==> config.mk <==
export PLATFORM = sky130hd
export DESIGN_NAME = indexed_double_ended_queue_core
export DESIGN_NICKNAME = d
export VERILOG_FILES = /design/src/rtl/idq_pkg.sv /design/src/rtl/idq_ram.sv /design/src/rtl/idq_ctrl.sv /design/src/rtl/indexed_double_ended_queue_core.sv
export SDC_FILE = /design/constraint.sdc
export NUM_CORES = 1
export LEC_CHECK = 0
export BUFFER_PORTS_ARGS = -buffer_cell sky130_fd_sc_hd__buf_2
export CORE_UTILIZATION = 62
export CTS_CLUSTER_DIAMETER = 40
export DETAILED_ROUTE_END_ITERATION = 10
export PLACE_DENSITY = 0.92
export SKIP_LAST_GASP = 1
export SYNTH_ARGS = -nofsm -noshare
export SYNTH_HDL_FRONTEND = slang
export SYNTH_SLANG_ARGS = --single-unit
==> constraint.sdc <==
create_clock -name clk -period 6.15 [get_ports clk]
set_input_delay 1.845 -clock clk [delete_from_list [all_inputs] [get_ports clk]]
set_output_delay 1.845 -clock clk [all_outputs]
set_load 0.01 [all_outputs]
==> src/rtl/idq_pkg.sv <==
package idq_pkg;

	// widths of the fixed payload fields
	localparam int unsigned DATA_W = 32;
	localparam int unsigned POS_W = 4;
	localparam int unsigned COUNT_W = 5;
	localparam int unsigned KIND_W = 3;

	// default ring depth
	localparam int unsigned QUEUE_DEPTH_DEF = 16;

	// operation codes
	typedef enum logic [KIND_W-1:0] {
		KIND_ADD_FRONT = 3'd0,
		KIND_ADD_BACK  = 3'd1,
		KIND_REM_FRONT = 3'd2,
		KIND_REM_BACK  = 3'd3,
		KIND_READ      = 3'd4
	} kind_t;

	// result status codes
	typedef enum logic [1:0] {
		ST_OK    = 2'd0,
		ST_EMPTY = 2'd1,
		ST_RANGE = 2'd2,
		ST_FULL  = 2'd3
	} status_t;

	// command payload
	typedef struct packed {
		logic [KIND_W-1:0]        kind;
		logic signed [DATA_W-1:0] value;
		logic [POS_W-1:0]         position;
	} cmd_t;

	// result payload
	typedef struct packed {
		logic signed [DATA_W-1:0] read_data;
		logic [1:0]               status;
		logic [COUNT_W-1:0]       entry_count;
	} res_t;

	// item waiting for the ram read data
	typedef struct packed {
		logic               valid;
		logic               rd_ok;
		status_t            status;
		logic [COUNT_W-1:0] count;
	} stage_t;

endpackage

==> src/rtl/idq_ram.sv <==
module idq_ram import idq_pkg::*; #(
	parameter int unsigned QUEUE_DEPTH = QUEUE_DEPTH_DEF,
	localparam int unsigned IDX_W = $clog2(QUEUE_DEPTH)
) (
	input  logic              clk,
	input  logic              we,
	input  logic              re,
	input  logic [IDX_W-1:0]  addr,
	input  logic [DATA_W-1:0] wdata,
	output logic [DATA_W-1:0] rdata
);

	logic [DATA_W-1:0] mem [QUEUE_DEPTH];

	// single port, registered read
	always_ff @(posedge clk) begin
		if (we) begin
			mem[addr] <= wdata;
		end
		if (re) begin
			rdata <= mem[addr];
		end
	end

endmodule

==> src/rtl/idq_ctrl.sv <==
module idq_ctrl import idq_pkg::*; #(
	parameter int unsigned QUEUE_DEPTH = QUEUE_DEPTH_DEF,
	localparam int unsigned IDX_W = $clog2(QUEUE_DEPTH),
	localparam int unsigned OCC_W = $clog2(QUEUE_DEPTH + 1)
) (
	input  logic              clk,
	input  logic              arst_n,
	input  logic              cmd_valid,
	output logic              cmd_ready,
	input  cmd_t              cmd,
	input  logic              adv,
	output logic              mem_we,
	output logic              mem_re,
	output logic [IDX_W-1:0]  mem_addr,
	output logic [DATA_W-1:0] mem_wdata,
	output stage_t            stage_s1
);

	localparam int unsigned CMP_W = (OCC_W > POS_W) ? OCC_W : POS_W;
	localparam int unsigned EXT_W = (OCC_W > COUNT_W) ? OCC_W : COUNT_W;

	logic [IDX_W-1:0] front_q, front_d;
	logic [OCC_W-1:0] occ_q, occ_d;
	logic             accept;
	logic             full, empty;
	logic [CMP_W-1:0] pos_ext, occ_ext;
	logic [IDX_W-1:0] offset, front_dec, front_inc, ring_idx;
	logic [IDX_W:0]   ring_sum;
	logic [EXT_W-1:0] count_ext;
	logic             we_d, re_d, rd_ok_d;
	status_t          status_d;
	logic               valid_s1;
	logic               rd_ok_s1;
	status_t            status_s1;
	logic [COUNT_W-1:0] count_s1;

	assign cmd_ready = !valid_s1 || adv;
	assign accept = cmd_valid && cmd_ready;

	// occupancy flags and widened operands
	assign full = (occ_q == OCC_W'(QUEUE_DEPTH));
	assign empty = (occ_q == '0);
	assign pos_ext = CMP_W'(cmd.position);
	assign occ_ext = CMP_W'(occ_q);

	// ring arithmetic around the front entry
	assign front_dec = (front_q == '0) ? IDX_W'(QUEUE_DEPTH - 1) : front_q - IDX_W'(1);
	assign front_inc = (front_q == IDX_W'(QUEUE_DEPTH - 1)) ? '0 : front_q + IDX_W'(1);
	assign offset = (cmd.kind == KIND_ADD_BACK) ? occ_q[IDX_W-1:0] : pos_ext[IDX_W-1:0];
	assign ring_sum = {1'b0, front_q} + {1'b0, offset};
	assign ring_idx = (ring_sum >= (IDX_W+1)'(QUEUE_DEPTH))
		? IDX_W'(ring_sum - (IDX_W+1)'(QUEUE_DEPTH)) : ring_sum[IDX_W-1:0];

	// operation decode
	always_comb begin
		we_d = 1'b0;
		re_d = 1'b0;
		rd_ok_d = 1'b0;
		mem_addr = ring_idx;
		front_d = front_q;
		occ_d = occ_q;
		status_d = ST_OK;
		unique case (cmd.kind)
			KIND_ADD_FRONT: begin
				if (full) begin
					status_d = ST_FULL;
				end else begin
					we_d = 1'b1;
					mem_addr = front_dec;
					front_d = front_dec;
					occ_d = occ_q + OCC_W'(1);
				end
			end
			KIND_ADD_BACK: begin
				if (full) begin
					status_d = ST_FULL;
				end else begin
					we_d = 1'b1;
					occ_d = occ_q + OCC_W'(1);
				end
			end
			KIND_REM_FRONT: begin
				if (empty) begin
					status_d = ST_EMPTY;
				end else begin
					front_d = front_inc;
					occ_d = occ_q - OCC_W'(1);
				end
			end
			KIND_REM_BACK: begin
				if (empty) begin
					status_d = ST_EMPTY;
				end else begin
					occ_d = occ_q - OCC_W'(1);
				end
			end
			KIND_READ: begin
				if (empty) begin
					status_d = ST_EMPTY;
				end else if (pos_ext >= occ_ext) begin
					status_d = ST_RANGE;
				end else begin
					re_d = 1'b1;
					rd_ok_d = 1'b1;
				end
			end
			default: begin
			end
		endcase
	end

	assign mem_we = accept && we_d;
	assign mem_re = accept && re_d;
	assign mem_wdata = cmd.value;
	assign count_ext = EXT_W'(occ_d);

	// ring pointer and count
	always_ff @(posedge clk or negedge arst_n) begin
		if (!arst_n) begin
			front_q <= '0;
			occ_q <= '0;
		end else if (accept) begin
			front_q <= front_d;
			occ_q <= occ_d;
		end
	end

	// item waiting for the ram read data
	always_ff @(posedge clk or negedge arst_n) begin
		if (!arst_n) begin
			valid_s1 <= 1'b0;
		end else if (accept) begin
			valid_s1 <= 1'b1;
		end else if (adv) begin
			valid_s1 <= 1'b0;
		end
	end

	always_ff @(posedge clk) begin
		if (accept) begin
			rd_ok_s1 <= rd_ok_d;
			status_s1 <= status_d;
			count_s1 <= count_ext[COUNT_W-1:0];
		end
	end

	assign stage_s1 = '{valid: valid_s1, rd_ok: rd_ok_s1, status: status_s1,
		count: count_s1};

`ifndef SYNTHESIS
	a_occ_bound: assert property (@(posedge clk) disable iff (!arst_n)
		occ_q <= OCC_W'(QUEUE_DEPTH))
		else $error("occupancy beyond depth");

	a_one_access: assert property (@(posedge clk) disable iff (!arst_n)
		!(mem_we && mem_re))
		else $error("ram written and read by one item");

	a_add_grows: assert property (@(posedge clk) disable iff (!arst_n)
		mem_we |=> occ_q == $past(occ_q) + OCC_W'(1))
		else $error("stored add did not raise the count");

	a_read_in_range: assert property (@(posedge clk) disable iff (!arst_n)
		mem_re |-> (pos_ext < occ_ext) && !empty)
		else $error("ram read outside the occupied range");

	a_full_flag: assert property (@(posedge clk) disable iff (!arst_n)
		accept && status_d == ST_FULL |-> full && !we_d)
		else $error("full status without a full ring");
`endif

endmodule

==> src/rtl/indexed_double_ended_queue_core.sv <==
// Bounded double-ended queue of signed 32-bit words held in a single-port ring ram of
// QUEUE_DEPTH entries with a front pointer and an entry count. Each command transfer adds at
// the front or back, removes at the front or back, or reads the entry at a position counted
// from the front, and yields exactly one result transfer with the read word, a status (ok,
// empty, out of range, full) and the count after the command. One command is taken per clock
// cycle while results are taken as they come; a stalled result holds the output register and
// the ram stage, and commands are refused once both are occupied. A result passes from the
// ram stage, where the read data is registered, into the output register. Every command makes
// at most one ram access, and a write lands before the next command's read, so back-to-back
// commands need no forwarding.
// Adds to a full queue are dropped; the ram has no reset and needs no clearing.
module indexed_double_ended_queue_core import idq_pkg::*; #(
	parameter int unsigned QUEUE_DEPTH = QUEUE_DEPTH_DEF
) (
	input  logic clk,
	input  logic arst_n,
	input  logic cmd_valid,
	output logic cmd_ready,
	input  cmd_t cmd,
	output logic res_valid,
	input  logic res_ready,
	output res_t res
);

	localparam int unsigned IDX_W = $clog2(QUEUE_DEPTH);

	logic              adv;
	logic              mem_we, mem_re;
	logic [IDX_W-1:0]  mem_addr;
	logic [DATA_W-1:0] mem_wdata, mem_rdata;
	stage_t            stage_s1;
	logic              res_valid_q;
	res_t              res_q;

	idq_ctrl #(
		.QUEUE_DEPTH(QUEUE_DEPTH)
	) u_ctrl (
		.clk      (clk),
		.arst_n   (arst_n),
		.cmd_valid(cmd_valid),
		.cmd_ready(cmd_ready),
		.cmd      (cmd),
		.adv      (adv),
		.mem_we   (mem_we),
		.mem_re   (mem_re),
		.mem_addr (mem_addr),
		.mem_wdata(mem_wdata),
		.stage_s1 (stage_s1)
	);

	idq_ram #(
		.QUEUE_DEPTH(QUEUE_DEPTH)
	) u_ram (
		.clk  (clk),
		.we   (mem_we),
		.re   (mem_re),
		.addr (mem_addr),
		.wdata(mem_wdata),
		.rdata(mem_rdata)
	);

	// output register frees whenever it is empty or its transfer completes
	assign adv = !res_valid_q || res_ready;

	always_ff @(posedge clk or negedge arst_n) begin
		if (!arst_n) begin
			res_valid_q <= 1'b0;
		end else if (adv) begin
			res_valid_q <= stage_s1.valid;
		end
	end

	always_ff @(posedge clk) begin
		if (adv && stage_s1.valid) begin
			res_q.read_data <= stage_s1.rd_ok ? $signed(mem_rdata) : '0;
			res_q.status <= stage_s1.status;
			res_q.entry_count <= stage_s1.count;
		end
	end

	assign res_valid = res_valid_q;
	assign res = res_q;

endmodule
# --- Word-level counts from Yosys, hierarchy flattened ---
# Memories as Yosys holds them, arrays and structs flattened. A register that Yosys moved wholly into a read port is not among the register bits.
# Cells that the tools add are included.
op_classes:
  n_addsub: 6
  mux: 26
  n_reduce_logical: 16
  n_eq_ne: 8
  magnitude_cmp: 2
ops:
  columns: ["cell", "n"]
  rows:
  - ["2-to-1 mux 4 bit", 8]
  - ["2-to-1 mux 1 bit", 10]
  - ["2-to-1 mux 5 bit", 2]
  - ["one-hot mux 5 bit (2 select lines)", 1]
  - ["one-hot mux 4 bit (2 select lines)", 1]
  - ["subtractor 4 x 1 -> 4 bit, second input constant", 2]
  - ["equality test 3 x 2 -> 1 bit, second input constant", 2]
  - ["2-to-1 mux 2 bit", 3]
  - ["one-hot mux 2 bit (3 select lines)", 1]
  - ["adder 4 x 4 -> 5 bit", 1]
  - ["adder 5 x 1 -> 5 bit, second input constant", 1]
  - ["equality test 5 bit, second input constant", 1]
  - [">= comparator 4 x 5 -> 1 bit", 1]
  - [">= comparator 5 bit, second input constant", 1]
  - ["zero test 5 bit", 1]
  - ["subtractor 5 x 1 -> 5 bit, second input constant", 1]
  - ["adder 4 x 1 -> 4 bit, second input constant", 1]
  - ["equality test 4 bit, second input constant", 1]
  - ["logical AND 1 bit", 4]
  - ["zero test 4 bit", 1]
  - ["inequality test 2 bit, second input constant", 2]
  - ["AND reduction 4 bit", 1]
  - ["nonzero test 2 bit", 2]
  - ["OR reduction 2 bit", 2]
  - ["5 further kinds", 7]
word_totals:
  ff_bits: 58
  in_bits: 43
  mem_count: 1
  mem_bits_rw: 512
mem_list:
  columns: ["name", "words", "width", "read_ports", "rd_ports_with_merged_regs", "write_ports", "line_no", "source"]
  rows:
  - ["u_ram.mem", 16, 32, 1, 1, 1, "idq_ram.sv:13", "logic [DATA_W-1:0] mem [QUEUE_DEPTH];"]

# --- Depth between registers and ports, before layout ---
logic_depth:
  ltp_word: 7
  depth_mapped: 14
  mapped_depth_nobuf: 12

# --- Cells and area by module ---
# Synthesis repeated with hierarchy kept, for this count alone.
hier_totals:
  cells_unflattened: 1115
  hier_area_um2: 23338.6
modules_own_cells:
  columns: ["mod", "n_inst", "cells_each", "area_per_inst_um2"]
  rows:
  - ["idq_ram", 1, 840, 20183.1]
  - ["idq_ctrl", 1, 197, 1685.4]
  - ["indexed_double_ended_queue_core", 1, 78, 1470.2]

# --- Least setup slack after synthesis ---
# Ideal clock, no wire load.
synth_path:
  kind: "input to register"
  startpoint: "in cmd[0] (netlist bit)"
  endpoint: "reg u_ram.rdata[0] (read register of u_ram.mem) (enable)"
  path_stages: 8
  arrival_time_ps: 5986
  setup_time_ps: 501
  n_path_buf: 0
  required_ps: 5649
  path_slack_ps: -337
  path_cell_list: "inv_1 > ha_1 > nand2b_1 > a21o_1 > a21o_1 > a21oi_1 > nor2_1 > nor4_1"
synth_via:
  word_cells_on_any_way: 12
  cone_classes: "2 x add/sub; 2 x order compare; 7 x mux; 1 x reduce/logical"
synth_rtl:
  columns: ["item", "line_no", "source"]
  rows:
  - ["start: declaration", "indexed_double_ended_queue_core.sv:19", "input cmd_t cmd,"]
  - [">= comparator 4 x 5 -> 1 bit", "idq_ctrl.sv:100", "end else if (pos_ext >= occ_ext) begin"]
  - ["2-to-1 mux 1 bit", "idq_ctrl.sv:100", null]
  - ["2-to-1 mux 1 bit", "idq_ctrl.sv:98", "if (empty) begin"]
  - ["2-to-1 mux 1 bit", null, null]
  - ["logical AND 1 bit", "idq_ctrl.sv:113", "assign mem_re = accept && re_d;"]
  - ["net mem_re", "indexed_double_ended_queue_core.sv:28", "logic mem_we, mem_re;"]
  - ["end: declaration", "idq_ram.sv:10", "output logic [DATA_W-1:0] rdata"]
# The timed path passes the listed nets, and every way through them passes these cells.
# A chain may end at the register's enable or synchronous reset.

# --- Final worst setup path ---
layout_path:
  startpoint: "in cmd[37] (netlist bit)"
  endpoint: "mem u_ram.mem[6][20] (enable)"
layout_via:
  elab_chain_cells: 7
  word_cells_on_any_way: 14
  cone_classes: "2 x add/sub; 1 x order compare; 1 x eq/ne; 7 x mux; 3 x reduce/logical"
layout_rtl:
  columns: ["item", "line_no", "source"]
  rows:
  - ["equality test 3 x 1 -> 1 bit", "idq_ctrl.sv:49, idq_ctrl.sv:63", null]
  - ["2-to-1 mux 4 bit", "idq_ctrl.sv:49", "assign offset = (cmd.kind == KIND_ADD_BACK) ? occ_q[IDX_W-1:0] : pos_ext[IDX_W-1:0];"]
  - ["adder 4 x 4 -> 5 bit", "idq_ctrl.sv:50", "assign ring_sum = {1'b0, front_q} + {1'b0, offset};"]
  - ["subtractor 4 x 1 -> 4 bit or >= comparator 5 bit (tied branches)", "idq_ctrl.sv:52, idq_ctrl.sv:51", null]
  - ["2-to-1 mux 4 bit", "idq_ctrl.sv:52", "? IDX_W'(ring_sum - (IDX_W+1)'(QUEUE_DEPTH)) : ring_sum[IDX_W-1:0];"]
  - ["2-to-1 mux 4 bit", "idq_ctrl.sv:65", "if (full) begin"]
  - ["2-to-1 mux 4 bit", "idq_ctrl.sv:63", "unique case (cmd.kind)"]
  - ["end: declaration", "idq_ram.sv:13", null]
# Parallel ways exist; a longest one is shown, timed or not.

==> results.yml <==
sta:
  rsz0062_at_grt: "false"
  hold_viol_final: 0
  relSlewSlack_pct: 43.4
  max_freq_mhz: 195
  setup_viol: 0
  period_needed_ps: 5120
  worst-slew-pin-transition_ps: 838
  slew_viol_final: 0
  setup_tns_ps: 0
  fin_crit_sh_pct: 83.2
  finClkSkew_ps: 30.7
  worst_slack_ps: 1030
clock_network:
  h-tree-depth: 3
  clockBufferDepth: 3
  numCtsBuffers: 68
  ctsHoldBuffers: 0
  clock-root-buffer: "clkbuf_16"
  ctsResizeCount: 0
  post-cts-setup-buffers: 0
  insertion_delay_ps: 600
  cts_sinks: 602
  cts_tree: "built"
  cts.clk_slew.worst_paths_ps: 60
detailed_routing:
  drt_wl_total_um: 60400
  drt_pass1_iterations: 7
  vias_per_cell: 7.01
  ant_nets: 0
  avgRoutedWirePerCell_um: 28.0
  vias: 15100
  drc: 0
  drtIter0Drc: 2037
floorplanning:
  dieArea_um2: 40100
  start_util_pct: 62.9
  die_x_um: 200
  dieHeight_um: 200
  fp-row-count: 72
  core_area_um2: 38700
  io_pins: 84
logic_synthesis:
  yosysSeqAreaShare_pct: 74.0
  ys_seq_elements: 602
  synth.avg_cell_area_um2: 16.3
  synth-async-reset-ratio_pct: 1.83
  syn_inst: 1496
  syn_area_um2: 24400
  synth_warnings: 0
  synth_ff_type: "edfxtp_1"
  synth-edff-count: 591
  ys_types: 57
  syn-num-nets: 1553
final_layout:
  drive_above_1_share_pct: 21.5
  num-nets-final: 1645
  fillers: 2110
  syn_to_final_growth_pct: 14.1
  antenna_cells: 0
  final_common_cell: "edfxtp_1"
  final_cell_mix: "edfxtp_1 (591), and3_1 (125), a211o_1 (97), o211ai_1 (97), mux2_2 (85)"
  final_util_pct: 71.8
critical_path:
  path_cells: "buf_2 -> nor3b_4 -> mux2_2 -> ha_1 -> a21oi_1 -> nand2_1 -> xnor3_1 -> a21oi_1 -> nand2_1 -> nor2_4 -> buf_4"
  critPathBufInv: 2
  worstSetupPathType: "in -> reg"
  critPathSlowestCell: "xnor3_1"
  crit_path_max_fanout: 32
  worstPathArrival_ps: 5340
  slowest_delay_ps: 490
  cp-end-kind: "register"
  cp.required_ps: 6370
  startpoint_type: "primary input"
  cp_top_family: "simple AND/OR/NAND/NOR gates"
hold_path:
  hold_class: "reg -> reg"
place:
  place_congestion: 0.846
  dp_slack_ps: 557
  hpwl_um: 31100
  io_buffers: 83
global_routing:
  grt_pass1_wl_um: 91300
  antenna_found_initial: 0
  grt_max_degree: 113
  track_usage_pct: 30.2
  grt-ovfl-total: 0
  grt_pass1_vias: 15100
run_status:
  status: "complete, no violations"
power:
  pwr_density_cell_nw_per_um2: 495
  ir_worst_vdd_mv: 0.509
  leakage_nw: 9.59
job:
  maxCapViolations: 0
## layout make-up
type	instances	area (µm²)	share of cell area, %
inverter	13	48.8	0.176
multi-input combinational	775	6030	21.7
tap	518	648	2.33
clock inverter	39	334	1.20
sequential	602	18000	64.8
timing repair buffer	128	891	3.20
clock buffer	84	1830	6.57
## cell usage after synthesis (9+ instances only)
master | instances | area (µm²)
a311o_1 | 26 | 260
inv_1 | 13 | 48.8
and3_1 | 125 | 782
clkbuf_1 | 52 | 195
a211oi_1 | 26 | 195
and2_1 | 35 | 219
edfxtp_1 | 591 | 17700
mux2_2 | 85 | 957
o211ai_1 | 97 | 728
dfrtp_1 | 11 | 275
nand2_1 | 80 | 300
nand4_1 | 36 | 225
mux2_1 | 15 | 169
buf_2 | 51 | 255
a211o_1 | 97 | 850
ha_1 | 13 | 163
a21oi_1 | 21 | 105
mux2i_1 | 9 | 90.1
nor2_1 | 28 | 105
o21ai_0 | 13 | 65.1
## path summary, 6_finish.rpt
path,startpoint,endpoint,slack (ps),cells after the start
worst max-delay path,cmd[37],u_ram.mem[6][20],1030,11
worst min-delay path,u_ctrl.status_s1[1],res[6],420,0
worst max register to register,u_ctrl.occ_ext[0],u_ram.rdata[15],2200,9
worst min register to register,u_ctrl.status_s1[1],res[6],420,0
max in group asynchronous,arst_n,u_ctrl.occ_ext[4],4780,1
min in group asynchronous,arst_n,res_valid,1150,1
## per-layer routing
layer  global-route usage [%]  wire length, µm  vias to the layer above
met1                     38.9            21500                     7473
li1                         -                -                     6175
met4                     15.0             2950                        0
met2                     49.3            29800                     1252
met3                     6.00             6200                      243
met5                        0                0                        -
## logic make-up (layout without fill, tap and decap cells)
logic type / count (synthesis) / in the layout / share of synthesized area (%)
AOI/OAI and AO/OA: 305 / 305 / 9.96
xor gates and xnor gates: 9 / 9 / 0.380
adders and majority gates: 14 / 14 / 0.750
buffers and inverters: 119 / 264 / 2.13
DFF: 602 / 602 / 74.0
muxes: 109 / 109 / 4.99
and+or+nand+nor: 338 / 338 / 7.81
## where the power goes
part	total (mW)	switching (mW)	leakage [nW]	internal (mW)
sequential	4.98	0.121	5.49	4.86
combinational	4.90	3.18	3.07	1.71
clock	3.89	1.66	1.03	2.23
## state kept, by name, indices dropped and copies added, names as in the netlist
register          count
u_ctrl.occ_ext        5
u_ctrl.rd_ok_s1       1
u_ctrl.status_s1      2
u_ram.mem           512
u_ram.rdata          32
u_ctrl.front_q        4
u_ctrl.valid_s1       1
res                  39
res_valid             1
u_ctrl.count_s1       5
## through the flow
step | cell area (µm²) | hold slack [ps] | cells | total power, mW
floorplan | 24400 | 400 | 1496 | 8.20
global placement | 25600 | 404 | 2036 | 9.43
detailed placement | 25600 | 405 | 2036 | 9.65
CTS | 27800 | 428 | 2159 | 13.7
global route | 27800 | 433 | 2159 | 14.2
finish | 27800 | 421 | 2159 | 13.8
Note: power is estimated with default switching activity, not from simulation.
